$ cat config.mk
export PLATFORM = sky130hd
export DESIGN_NAME = cbpb_ctrl
export DESIGN_NICKNAME = d
export VERILOG_FILES = /design/src/design/cbpb_pkg.sv /design/src/design/cbpb_ctrl.sv
export SDC_FILE = /design/constraint.sdc
export NUM_CORES = 1
export LEC_CHECK = 0
export BUFFER_PORTS_ARGS = -buffer_cell sky130_fd_sc_hd__buf_4
export CELL_PAD_IN_SITES_DETAIL_PLACEMENT = 2
export CELL_PAD_IN_SITES_GLOBAL_PLACEMENT = 2
export CORE_MARGIN = 2
export CORE_UTILIZATION = 31
export CTS_BUF_LIST = sky130_fd_sc_hd__clkbuf_8
export DETAILED_ROUTE_END_ITERATION = 12
export GPL_TIMING_DRIVEN = 0
export PLACE_DENSITY_LB_ADDON = 0.1
export SETUP_SLACK_MARGIN = 0.2
export SKIP_CTS_REPAIR_TIMING = 1
export SLEW_MARGIN = 0
export SYNTH_ARGS = -nofsm -noshare
export SYNTH_HDL_FRONTEND = slang
export SYNTH_SLANG_ARGS = --single-unit
export TNS_END_PERCENT = 20
$ cat constraint.sdc
create_clock -name clk -period 3.3 [get_ports clk]
set_input_delay 0.825 -clock clk [delete_from_list [all_inputs] [get_ports clk]]
set_output_delay 0.825 -clock clk [all_outputs]
set_load 0.1 [all_outputs]
$ cat src/design/cbpb_pkg.sv
`timescale 1ns / 1ps
package cbpb_pkg;

  // Default coordinate width (signed Q15.16)
  localparam int COORD_WIDTH_DEF = 32;

  // Curve parameter t is unsigned Q1.30
  localparam int T_BITS = 30;
  localparam int MUL_W  = 31;
  localparam int NUM_W  = 34;
  localparam logic [63:0] COEF_LIMIT = 64'd1 << T_BITS;
  localparam logic [63:0] T_MASK     = (64'd1 << T_BITS) - 64'd1;
  localparam logic [63:0] SQRT_TOP   = 64'd1 << 62;

  // Segment kinds
  localparam logic [1:0] MODE_MOVE  = 2'd0;
  localparam logic [1:0] MODE_CURVE = 2'd1;

  // de Casteljau on a four-entry shift line: bit i set means step i is a lerp,
  // clear means a plain rotate
  localparam int CJ_STEPS = 9;
  localparam logic [CJ_STEPS-1:0] CJ_LERP = 9'b100110111;

  typedef enum logic [4:0] {
    S_IDLE, S_DECIDE, S_COEF, S_NORM, S_BRANCH, S_BB, S_DISC, S_DCHK,
    S_SQRT_INIT, S_SQRT, S_ROOT, S_RCHK, S_DIV, S_CJ_LOAD, S_CJ_HI, S_CJ_LO,
    S_CJ_GROW, S_ROOT_NEXT, S_AXIS_END, S_FINISH
  } state_t;

  typedef enum logic [3:0] {
    OP_NONE, OP_ACCEPT, OP_COEF, OP_NORM, OP_BB, OP_DISC, OP_SQRT_INIT,
    OP_SQRT, OP_ROOT, OP_DIV_INIT, OP_DIV, OP_CJ_LOAD, OP_CJ_HI, OP_CJ_LO,
    OP_GROW, OP_EMIT
  } op_t;

  typedef enum logic [1:0] {
    ROOT_PLUS, ROOT_MINUS, ROOT_LIN
  } root_t;

  typedef struct packed {
    op_t   op;
    logic  axis;
    logic  coord;
    root_t root;
  } cmd_t;

  typedef struct packed {
    logic curve;
    logic last;
    logic norm_done;
    logic a_zero;
    logic b_zero;
    logic disc_neg;
    logic sqrt_last;
    logic root_ok;
    logic div_last;
    logic cj_last;
    logic out_free;
  } status_t;

endpackage

$ cat src/design/cbpb_ctrl.sv
`timescale 1ns / 1ps
module cbpb_ctrl (
  input  logic              clk,
  input  logic              rst,
  input  logic              in_valid,
  output logic              in_ready,
  input  cbpb_pkg::status_t status,
  output cbpb_pkg::cmd_t    cmd
);
  import cbpb_pkg::*;

  state_t state, state_next;
  logic   axis, axis_next;
  logic   coord, coord_next;
  root_t  root, root_next;

  always_ff @(posedge clk) begin
    if (rst) begin
      state <= S_IDLE;
      axis  <= 1'b0;
      coord <= 1'b0;
      root  <= ROOT_PLUS;
    end else begin
      state <= state_next;
      axis  <= axis_next;
      coord <= coord_next;
      root  <= root_next;
    end
  end

  // next state
  always_comb begin
    state_next = state;
    axis_next  = axis;
    coord_next = coord;
    root_next  = root;
    case (state)
      S_IDLE:   if (in_valid) state_next = S_DECIDE;
      S_DECIDE: begin
        axis_next  = 1'b0;
        state_next = status.curve ? S_COEF : S_FINISH;
      end
      S_COEF:   state_next = S_NORM;
      S_NORM:   if (status.norm_done) state_next = S_BRANCH;
      S_BRANCH: begin
        if (!status.a_zero) begin
          state_next = S_BB;
        end else if (status.b_zero) begin
          state_next = S_AXIS_END;
        end else begin
          root_next  = ROOT_LIN;
          state_next = S_ROOT;
        end
      end
      S_BB:        state_next = S_DISC;
      S_DISC:      state_next = S_DCHK;
      S_DCHK:      state_next = status.disc_neg ? S_AXIS_END : S_SQRT_INIT;
      S_SQRT_INIT: state_next = S_SQRT;
      S_SQRT: begin
        if (status.sqrt_last) begin
          root_next  = ROOT_PLUS;
          state_next = S_ROOT;
        end
      end
      S_ROOT:      state_next = S_RCHK;
      S_RCHK:      state_next = status.root_ok ? S_DIV : S_ROOT_NEXT;
      S_DIV: begin
        if (status.div_last) begin
          coord_next = 1'b0;
          state_next = S_CJ_LOAD;
        end
      end
      S_CJ_LOAD:   state_next = S_CJ_HI;
      S_CJ_HI:     state_next = S_CJ_LO;
      S_CJ_LO:     state_next = status.cj_last ? S_CJ_GROW : S_CJ_HI;
      S_CJ_GROW: begin
        if (!coord) begin
          coord_next = 1'b1;
          state_next = S_CJ_LOAD;
        end else begin
          state_next = S_ROOT_NEXT;
        end
      end
      S_ROOT_NEXT: begin
        if (root == ROOT_PLUS) begin
          root_next  = ROOT_MINUS;
          state_next = S_ROOT;
        end else begin
          state_next = S_AXIS_END;
        end
      end
      S_AXIS_END: begin
        if (!axis) begin
          axis_next  = 1'b1;
          state_next = S_COEF;
        end else begin
          state_next = S_FINISH;
        end
      end
      S_FINISH: begin
        if (!status.last || status.out_free) state_next = S_IDLE;
      end
      default: state_next = S_IDLE;
    endcase
  end

  // commands
  always_comb begin
    in_ready  = (state == S_IDLE);
    cmd.op    = OP_NONE;
    cmd.axis  = axis;
    cmd.coord = coord;
    cmd.root  = root;
    case (state)
      S_IDLE:      if (in_valid) cmd.op = OP_ACCEPT;
      S_COEF:      cmd.op = OP_COEF;
      S_NORM:      cmd.op = OP_NORM;
      S_BB:        cmd.op = OP_BB;
      S_DISC:      cmd.op = OP_DISC;
      S_SQRT_INIT: cmd.op = OP_SQRT_INIT;
      S_SQRT:      cmd.op = OP_SQRT;
      S_ROOT:      cmd.op = OP_ROOT;
      S_RCHK:      if (status.root_ok) cmd.op = OP_DIV_INIT;
      S_DIV:       cmd.op = OP_DIV;
      S_CJ_LOAD:   cmd.op = OP_CJ_LOAD;
      S_CJ_HI:     cmd.op = OP_CJ_HI;
      S_CJ_LO:     cmd.op = OP_CJ_LO;
      S_CJ_GROW:   cmd.op = OP_GROW;
      S_FINISH:    if (status.last && status.out_free) cmd.op = OP_EMIT;
      default:     cmd.op = OP_NONE;
    endcase
  end

endmodule

==> results of run 1 <==
## sequential cells by signal, summed over array words and instances, names as in the netlist
register / cells
state: 5
root: 2
axis: 1
coord: 1
## final timing paths
kind         slack [ns]       end  cells past startpoint
max                0.49    cmd[5]                      7
min reg2reg        0.51   root[1]                      2
min                0.51   root[1]                      2
max reg2reg        1.27  state[3]                      6
## worst max-delay path, stage by stage (launching register included)
cell	delay, ns
dfxtp_1	0.38
buf_2	0.27
buf_2	0.25
nand3_1	0.15
o21ai_0	0.17
a21oi_1	0.10
o22ai_2	0.13
buf_4	0.31
## power breakdown
group | internal [mW] | switching (mW)
registers | 0.132 | 0.0307
logic | 0.241 | 0.651
clock network | 0.0811 | 0.0444
total | 0.454 | 0.726
## synth_stat cells, types with 2 or more instances
cell,number
nor2_1,13
nand2b_1,4
o31ai_1,2
a21oi_1,15
nor4_1,3
xnor2_1,3
a31oi_1,2
buf_4,3
a221oi_1,2
nor3_1,5
dfxtp_1,9
inv_1,4
a21boi_0,2
nand3_1,7
o22ai_1,6
or3_1,2
o22a_1,2
a211o_1,2
o21ai_0,8
buf_2,8
nand2_1,13
## stage by stage
| step | power (mW) | instances | utilization (%) | instance area (um2) |
|---|---|---|---|---|
| 5_1_grt | 1.25 | 193 | 41.9 | 1180 |
| 4_1_cts | 1.18 | 193 | 41.9 | 1180 |
| 3_5_place_dp | 1.05 | 189 | 40.3 | 1130 |
| 2_1_floorplan | 0.848 | 137 | - | 935 |
| 6_report | 1.18 | 193 | 41.9 | 1180 |
| 3_3_place_gp | 1.03 | 189 | 40.3 | 1130 |
## cell type report
type	instances	area [um2]
well taps	31	38.8
inverters	5	18.8
flip-flops and latches	9	180
plain buffers	13	70.1
fillers	347	1630
clock inverters	1	3.75
repair buffers	21	158
clock buffers	3	41.3
multi-input cells	110	666
## kinds of logic (layout without fill, tap and decap cells)
logic type             count (synthesis)  after routing  share of synthesized area [%]
AO/OA/AOI/OAI                         47             47                           31.8
XOR/XNOR                               3              3                           2.83
buffers and inverters                 18             43                           9.57
flip-flops                             9              9                           19.4
AND/OR/NAND/NOR                       60             60                           36.4
## per-layer routing
layer  part of all wire (%)  up-vias  routed length [um]  GRT usage [%]
met3                    4.2        6                 161           6.37
li1                       -      557                   -              -
met2                     48       26                1820           38.3
met5                      0        -                   0              0
met4                    1.7        0                  65           6.17
met1                     46      594                1760           31.8
==> run metrics, run 1 <==
outcome=finished with violations; violated checks=DRC; All-Layer GR Usage=23.9%; fmax=0.356 GHz; reg2reg start=state[2]; setup TNS=0 ns; Worst Path Max Fanout=10; fin crit period=2.81 ns; hold_sp=root[1]; Ports=23; post-synthesis sequential area ratio=19.4%; Max Root-Sink Buffers=2; Slew Limit Fails=0; EDFF count, synth=0; vias after detailed routing=1183; CP Launch Point=state[4]; I/O Buffers=21; commonest cells after routing, fill and taps aside=24 x buf_4, 15 x a21oi_1, 13 x nor2_1, 13 x nand2_1, 9 x dfxtp_1; post-route ant nets=0; post-synthesis cell area=928 um2; core area=2810 um2; most common cell after layout, fill and taps aside=buf_4; Gate Count Post-Synth=137; clk_skew=0.00349 ns; RSZ-0062 raised after global routing=false; setup ws final=0.488 ns; Synth Flop Type=dfxtp_1; Inserted Diodes=0; GRT overflow=0; CP startpoint kind=flip-flop; first-pass GRT wire length=6110 um; flops & latches, synth=9; Die X=58.7 um; post-DP HPWL=2930 um; Final GP Congestion=0.848; Clock transition at path regs=0.05 ns; die height=58.7 um; Via density=6.13; pin count of the biggest net entering global routing=11; Max Cap Violations=0; layout cell share with drive strength beyond 1=25.9%; H-tree lvl count=1; Setup Slack @ Placement=0.619 ns; final setup vio count=0; Worst EP arrival=1.99 ns; wire length per cell=19.8 um; clk_lat worst skew=0.23 ns; Async SR Flop Fraction=0%; LEAKAGE=0.447 nW; Layout area overhead=26.7%; Hold WS=0.514 ns; nets=177; Detailed Routing Iterations Pass 1=8; YS warnings=0; library cells used by synthesis=43; Mapped Nets=151; final wirelength=3810 um; # rows=19; fin crit share=85.2%; CTS Root Cell=clkbuf_8; Hold Path Class=flip-flop to flip-flop; Setup CP Type=flip-flop to primary output; number of antenna violations at the first check in global routing=0; Max VDD drop=0.374 mV; # DRC=2; Synth Area per Inst=6.78 um2; initial DRC count=76; Worst Path Required=2.47 ns; final hold vios=0; relative slew slack=59.1%; Initial Util=33.1%; CTS buffer count=3; cell type with the largest total area after synthesis=dfxtp_1; top-area cell type share of the netlist area=19.4%; vias in the first global route=1196; top post-synthesis cells by area=dfxtp_1 19%, a21oi_1 8.1%, nand2_1 5.3%, nor2_1 5.3%, buf_2 4.3%; die area=3450 um2; Slew @ Worst Pin=0.612 ns; Crit. End Element=primary output; CTS tree=done; Cell Pwr Density=1000 nW/um2; CTS Sinks=9
(Power assumes the default switching activity.)
==> run 2: changes to the inputs <==
--- a/config.mk
+++ b/config.mk
@@ -5,15 +5,16 @@
 export SDC_FILE = /design/constraint.sdc
 export NUM_CORES = 1
 export LEC_CHECK = 0
+export ABC_AREA = 1
 export BUFFER_PORTS_ARGS = -buffer_cell sky130_fd_sc_hd__buf_4
 export CELL_PAD_IN_SITES_DETAIL_PLACEMENT = 2
 export CELL_PAD_IN_SITES_GLOBAL_PLACEMENT = 2
 export CORE_MARGIN = 2
-export CORE_UTILIZATION = 31
+export CORE_UTILIZATION = 28
 export CTS_BUF_LIST = sky130_fd_sc_hd__clkbuf_8
 export DETAILED_ROUTE_END_ITERATION = 12
 export GPL_TIMING_DRIVEN = 0
-export PLACE_DENSITY_LB_ADDON = 0.1
+export PLACE_DENSITY = 0.95
 export SETUP_SLACK_MARGIN = 0.2
 export SKIP_CTS_REPAIR_TIMING = 1
 export SLEW_MARGIN = 0
==> run metrics, run 2 <==
pin count of the biggest net entering global routing=10 (was 11); Via density=5.16 (was 6.13); CTS Sinks=9 (unchanged); dpl cell area=1130 um2 (about the same); fin crit period=2.78 ns (was 2.81 ns); EDFF count, synth=0 (unchanged); Hold Path Class=flip-flop to flip-flop (unchanged); I/O Buffers=21 (unchanged); post-route ant nets=0 (unchanged); Crit. End Element=primary output (unchanged); Worst path max stage delay=0.47 ns (was 0.38 ns); delay-heaviest family, CP=simple AND/OR/NAND/NOR gates (was buffers and inverters); H-tree lvl count=1 (unchanged); Max Root-Sink Buffers=2 (unchanged); LEAKAGE=0.647 nW (was 0.447 nW); most instantiated library cell after synthesis=nand2_1 (was a21oi_1); core area=3080 um2 (was 2810 um2); Largest register FFs=5 (unchanged); Slew Limit Fails=0 (unchanged); Ports=23 (unchanged); most common cell after layout, fill and taps aside=nand2_1 (was buf_4); compound-gate portion of the synthesized area=10.9% (was 31.8%); clk_skew=0.00471 ns (was 0.00349 ns); # rows=20 (was 19); Async SR Flop Fraction=0% (unchanged); Buf/Inv on CP=1 (was 3); Inserted Diodes=0 (unchanged); RSZ-0062 raised after global routing=false (unchanged); cell type with the largest total area after synthesis=nand2_1 (was dfxtp_1); Largest Register=state (unchanged); CTS Root Cell=clkbuf_8 (unchanged); fin util=38.3% (was 41.9%); Setup CP Type=flip-flop to primary output (unchanged); outcome=completed (was finished with violations); CP cell instances=nor2_1 -> nand3_1 -> o2111a_1 -> nand3_1 -> buf_4 (was buf_2 -> buf_2 -> nand3_1 -> o21ai_0 -> a21oi_1 -> o22ai_2 -> buf_4); CTS buffer count=3 (unchanged); nets=207 (was 177); Hold WS=0.511 ns (was 0.514 ns); top post-synthesis cells by area=nand2_1 22%, dfxtp_1 20%, nand3_1 9.3%, nor2_1 8.2%, inv_1 7.8% (was dfxtp_1 19%, a21oi_1 8.1%, nand2_1 5.3%, nor2_1 5.3%, buf_2 4.3%); layout cell share with drive strength beyond 1=23.4% (was 25.9%); Initial Util=29.8% (was 33.1%); vias in the first global route=1331 (was 1196); Mapped Nets=181 (was 151); initial DRC count=31 (was 76); Max VDD drop=0.260 mV (was 0.374 mV); number of antenna violations at the first check in global routing=0 (unchanged); Synth Flop Type=dfxtp_1 (unchanged); Worst EP arrival=1.95 ns (was 1.99 ns); CTS tree=done (unchanged); Layout area overhead=28.8% (was 26.7%); fmax=0.360 GHz (was 0.356 GHz); Critical-path top delay cell=nor2_1 (was dfxtp_1); clk_lat worst skew=0.23 ns (about the same); Largest regs=state x5, root x2 (unchanged); All-Layer GR Usage=23.7% (was 23.9%); first-pass GRT wire length=6400 um (was 6110 um); most frequent CP cell=nand3_1 (was buf_2); # DRC=0 (was 2); final hold vios=0 (unchanged); commonest cells after routing, fill and taps aside=54 x nand2_1, 23 x buf_4, 20 x inv_1, 20 x nor2_1, 17 x nand3_1 (was 24 x buf_4, 15 x a21oi_1, 13 x nor2_1, 13 x nand2_1, 9 x dfxtp_1); wire length per cell=16.9 um (was 19.8 um); fill count=408 (was 347); post-synthesis cell area=916 um2 (was 928 um2); R2R setup slack=1.63 ns (was 1.27 ns); relative slew slack=63.3% (was 59.1%); top-area cell type share of the netlist area=22.1% (was 19.4%); die area=3740 um2 (was 3450 um2); setup TNS=0 ns (unchanged); library cells used by synthesis=22 (was 43); Post-synth top cells=54 x nand2_1, 20 x nor2_1, 19 x inv_1 (was 15 x a21oi_1, 13 x nand2_1, 13 x nor2_1); Die X=61.2 um (was 58.7 um); post-synthesis sequential area ratio=19.7% (was 19.4%); Setup Slack @ Placement=0.795 ns (was 0.619 ns); die height=61.2 um (was 58.7 um); YS warnings=0 (unchanged); largest family of logic cells by synthesized area=simple AND/OR/NAND/NOR gates (unchanged); fin crit share=84.2% (was 85.2%); area share of fa/ha/maj cells after synthesis=0% (unchanged); Synth Area per Inst=5.48 um2 (was 6.78 um2); GRT overflow=0 (unchanged); Worst Path Required=2.47 ns (about the same); setup ws final=0.523 ns (was 0.488 ns); Synth Area in XOR/XNOR=0% (was 2.83%); Gate Count Post-Synth=167 (was 137); final setup vio count=0 (unchanged); Final GP Congestion=0.911 (was 0.848); flops & latches, synth=9 (unchanged); CP startpoint kind=flip-flop (unchanged); fin area=1180 um2 (about the same); post-DP HPWL=3250 um (was 2930 um); Clock transition at path regs=0.05 ns (about the same); Cell Pwr Density=893 nW/um2 (was 1000 nW/um2); final wirelength=3980 um (was 3810 um); Worst Path Max Fanout=6 (was 10); Synth Area in Simple Gates=57.8% (was 36.4%); post-synthesis mux area share=0% (unchanged); vias after detailed routing=1218 (was 1183); Slew @ Worst Pin=0.548 ns (was 0.612 ns); Max Cap Violations=0 (unchanged); Detailed Routing Iterations Pass 1=4 (was 8)
[run 2: changes by cell type in the layout (fill, tap and decap cells not counted), sizes merged, moves of 4 or more]
| cell | before | now |
|---|---|---|
| nand4 | 1 | 6 |
| nand3 | 7 | 17 |
| nand2 | 13 | 57 |
| inv | 6 | 23 |
| buf | 33 | 25 |
| nor3 | 6 | 2 |
| nor2 | 14 | 30 |
| o22ai | 6 | 1 |
| nor4 | 4 | 0 |
| nand2b | 4 | 0 |
| a21oi | 15 | 8 |
[run 2: path summary, 6_finish.rpt]
| kind | start | endpoint | cells past startpoint |
|---|---|---|---|
| setup / recovery | state[1] | cmd[5] | 5 |
| hold / removal | root[0] | root[0] | 2 |
| setup reg to reg | state[1] | state[0] | 7 |
| hold reg to reg | root[0] | root[0] | 2 |
[run 2: report_power, final]
| part | internal [mW] | leakage (nW) | switching [mW] |
|---|---|---|---|
| combinational | 0.173 | 0.547 | 0.587 |
| sequential | 0.130 | 0.0731 | 0.0373 |
| clock | 0.0811 | 0.0269 | 0.0452 |
[run 2: cell type report]
type                            instances  area (um2)  area share [%]
Inverter                               22        82.6            7.00
Clock buffer                            3        41.3            3.50
Sequential cell                         9         180            15.3
Buffer                                  4        23.8            2.01
Multi-Input combinational cell        132         636            53.9
Clock inverter                          1        3.75           0.318
Tap cell                               44        55.1            4.67
Timing Repair Buffer                   21         158            13.4
[run 2: tightest hold or removal path, stage by stage, from the launching register on]
cell and delay [ns]:
dfxtp_1 0.32, nand2_1 0.08, a21oi_1 0.06
[run 2: kinds of logic (layout without fill, tap and decap cells)]
logic type | Yosys count | after routing
AO/OA/AOI/OAI | 17 | 17
buffers and inverters | 26 | 51
flip-flops | 9 | 9
AND/OR/NAND/NOR | 115 | 115
[run 2: stage by stage]
step / power (mW) / cells
after floorplan: 0.733 / 167
after global placement: 0.896 / 232
after detailed placement: 0.922 / 232
after CTS: 1.06 / 236
after global routing: 1.12 / 236
final: 1.05 / 236
[run 2: per-layer routing]
layer	vias up	routed length, um	share of wire [%]	GRT usage (%)
met3	4	143	3.6	4.41
met4	0	51	1.3	4.66
met2	27	2100	53	44.1
met5	-	0	0	0
li1	588	-	-	-
met1	599	1680	42	28.1
==> run 3: changes to the inputs <==
--- a/config.mk
+++ b/config.mk
@@ -5,16 +5,16 @@
 export SDC_FILE = /design/constraint.sdc
 export NUM_CORES = 1
 export LEC_CHECK = 0
-export ABC_AREA = 1
+export ABC_AREA = 0
 export BUFFER_PORTS_ARGS = -buffer_cell sky130_fd_sc_hd__buf_4
 export CELL_PAD_IN_SITES_DETAIL_PLACEMENT = 2
 export CELL_PAD_IN_SITES_GLOBAL_PLACEMENT = 2
 export CORE_MARGIN = 2
-export CORE_UTILIZATION = 28
+export CORE_UTILIZATION = 26
 export CTS_BUF_LIST = sky130_fd_sc_hd__clkbuf_8
 export DETAILED_ROUTE_END_ITERATION = 12
 export GPL_TIMING_DRIVEN = 0
-export PLACE_DENSITY = 0.95
+export PLACE_DENSITY = 0.86
 export SETUP_SLACK_MARGIN = 0.2
 export SKIP_CTS_REPAIR_TIMING = 1
 export SLEW_MARGIN = 0
==> constraint.sdc (replaced) <==
create_clock -name clk -period 2.5 [get_ports clk]
set_input_delay 0.625 -clock clk [delete_from_list [all_inputs] [get_ports clk]]
set_output_delay 0.625 -clock clk [all_outputs]
set_load 0.1 [all_outputs]
==> run metrics, run 3 (synthesis gave the netlist of run 1 again) <==
outcome=completed (unchanged); commonest cells after routing, fill and taps aside=25 x buf_4, 15 x a21oi_1, 12 x nand2_1, 10 x nor2_1 (was 54 x nand2_1, 23 x buf_4, 20 x inv_1, 20 x nor2_1, 17 x nand3_1); Crit. End Element=primary output (unchanged); I/O Buffers=21 (unchanged); reg2reg start=state[2] (was state[1]); Buf/Inv on CP=3 (was 1); Max Root-Sink Buffers=2 (unchanged); post-route ant nets=0 (unchanged); Max VDD drop=0.344 mV (was 0.260 mV); die height=63.8 um (was 61.2 um); Inserted Diodes=0 (unchanged); Ports=23 (unchanged); Hold Path Class=flip-flop to flip-flop (unchanged); Detailed Routing Iterations Pass 1=4 (unchanged); RSZ-0062 raised after global routing=true (was false); Critical-path top delay cell=dfxtp_2 (was nor2_1); Setup CP Type=flip-flop to primary output (unchanged); Seq pwr share=12.7% (was 15.8%); Slew @ Worst Pin=0.596 ns (was 0.548 ns); GRT overflow=0 (unchanged); # rows=21 (was 20); cell count along the critical path=7 (was 5); H-tree lvl count=1 (unchanged); core area=3390 um2 (was 3080 um2); vias in the first global route=1275 (was 1331); Worst path max stage delay=0.37 ns (was 0.47 ns); fmax=0.434 GHz; Largest Register=state (unchanged); nets=184 (was 207); Max Cap Violations=0 (unchanged); final setup vio count=0 (unchanged); crit path to=cmd[5] (unchanged); switch share=57.0% (was 63.5%); clock share of power=9.0% (was 12.0%); Clock transition at path regs=0.04 ns (was 0.05 ns); setup ws final=0.195 ns (was 0.523 ns); CP cell instances=buf_6 -> buf_6 -> nand3_2 -> o21ai_1 -> a21oi_1 -> o22ai_2 -> buf_12 (was nor2_1 -> nand3_1 -> o2111a_1 -> nand3_1 -> buf_4); Comb pwr share=78.2% (was 72.2%); Worst EP arrival=1.68 ns (was 1.95 ns); initial DRC count=71 (was 31); CTS buffer count=3 (unchanged); # DRC=0 (unchanged); switching power=1.06 mW (was 0.670 mW); # placed instances=204 (was 232); most frequent CP cell=buf_6 (was nand3_1); number of antenna violations at the first check in global routing=0 (unchanged); fin crit share=92.2%; wire length per cell=20.9 um (was 16.9 um); clk_lat worst skew=0.24 ns (was 0.23 ns); Die X=63.8 um (was 61.2 um); Largest register FFs=5 (unchanged); Layout area overhead=50.4% (was 28.8%); Hold WS=0.508 ns (was 0.511 ns); final hold vios=0 (unchanged); clk_skew=0.00101 ns (was 0.00471 ns); Largest regs=state x5, root x2 (unchanged); pin count of the biggest net entering global routing=11 (was 10); relative slew slack=60.1% (was 63.3%); final wirelength=4500 um (was 3980 um); Worst R2R Path Depth=6 (was 7); R2R setup slack=0.61 ns (was 1.63 ns); CTS Sinks=9 (unchanged); fin util=41.2% (was 38.3%); Setup Slack @ Placement=0.0425 ns (was 0.795 ns); Initial Util=27.4% (was 29.8%); internal power=0.799 mW (was 0.384 mW); Total Power=1.86 mW (was 1.05 mW); All-Layer GR Usage=21.3% (was 23.7%); first-pass GRT wire length=6670 um (was 6400 um); LEAKAGE=0.527 nW (was 0.647 nW); post-DP HPWL=3100 um (was 3250 um); most common cell after layout, fill and taps aside=buf_4 (was nand2_1); CTS Root Cell=clkbuf_8 (unchanged); delay-heaviest family, CP=buffers and inverters (was simple AND/OR/NAND/NOR gates); CP startpoint kind=flip-flop (unchanged); Slew Limit Fails=0 (unchanged); Final GP Congestion=0.823 (was 0.911); fin crit period=2.31 ns; CP Launch Point=state[4] (was state[1]); Worst Path Required=1.88 ns (was 2.47 ns); Worst Path Max Fanout=10 (was 6); Worst R2R End=state[0] (unchanged); Via density=5.68 (was 5.16); layout cell share with drive strength beyond 1=37.3% (was 23.4%); fin cells=215 (was 236); CTS tree=done (unchanged); Cell Pwr Density=1330 nW/um2 (was 893 nW/um2); die area=4060 um2 (was 3740 um2); vias after detailed routing=1222 (was 1218)
==> run 3: cell count changes in the layout (fill, tap and decap cells not counted), moves of 6 or more <==
cell	previous run	this run
nand2_1	54	12
inv_1	20	4
nand3_1	17	5
nor2_1	20	10
a21oi_1	7	15
buf_6	0	6
==> run 3: layout make-up <==
| class | count | area (um2) |
|---|---|---|
| fillers | 374 | 1990 |
| well taps | 46 | 57.6 |
| inverters | 5 | 21.3 |
| clock inverters | 1 | 3.75 |
| flip-flops and latches | 9 | 189 |
| multi-input cells | 110 | 701 |
| clock buffers | 3 | 41.3 |
| plain buffers | 13 | 125 |
| repair buffers | 28 | 258 |
==> run 3: how the worst min path moves through the flow <==
stage / from / to / slack [ns] / cells after the start
CTS: axis / axis / 0.52 / 2
global placement: root[1] / root[1] / 0.49 / 2
finish: axis / axis / 0.51 / 2
detailed placement: axis / axis / 0.51 / 2
floorplan: coord / coord / 0.46 / 2
global route: coord / coord / 0.55 / 2
==> run 3: per-layer routing <==
layer  vias to the layer above  wire length (um)  global-route usage [%]
met1                       605              1990                    26.9
met2                        37              2250                    37.5
met5                         -                 0                       0
met4                         0                55                    3.26
met3                         7               203                    4.75
li1                        573                 -                       -
==> run 3: through the flow <==
stage | area (um2) | setup TNS, ns
after global routing | 1400 | 0
after global placement | 1160 | 0
after detailed placement | 1160 | 0
after floorplan | 941 | -0.0369
final | 1400 | 0
after CTS | 1200 | -0.745
==> run 3: power by group through the flow <==
stage          Sequential (mW)  Combinational, mW  Clock, mW
2_1_floorplan            0.227              0.902          0
3_3_place_gp             0.214               1.15          0
3_5_place_dp             0.219               1.18          0
4_1_cts                  0.218               1.20      0.171
5_1_grt                  0.242               1.53      0.179
6_report                 0.236               1.45      0.168
==> run 3: worst register-to-register path: cells and delay by family (launching register included) <==
family,cells,cell delay (ns)
AND/OR/NAND/NOR,2,0.82
AO/OA/AOI/OAI,3,0.54
buffers and inverters,1,0.12
flip-flops,1,0.32
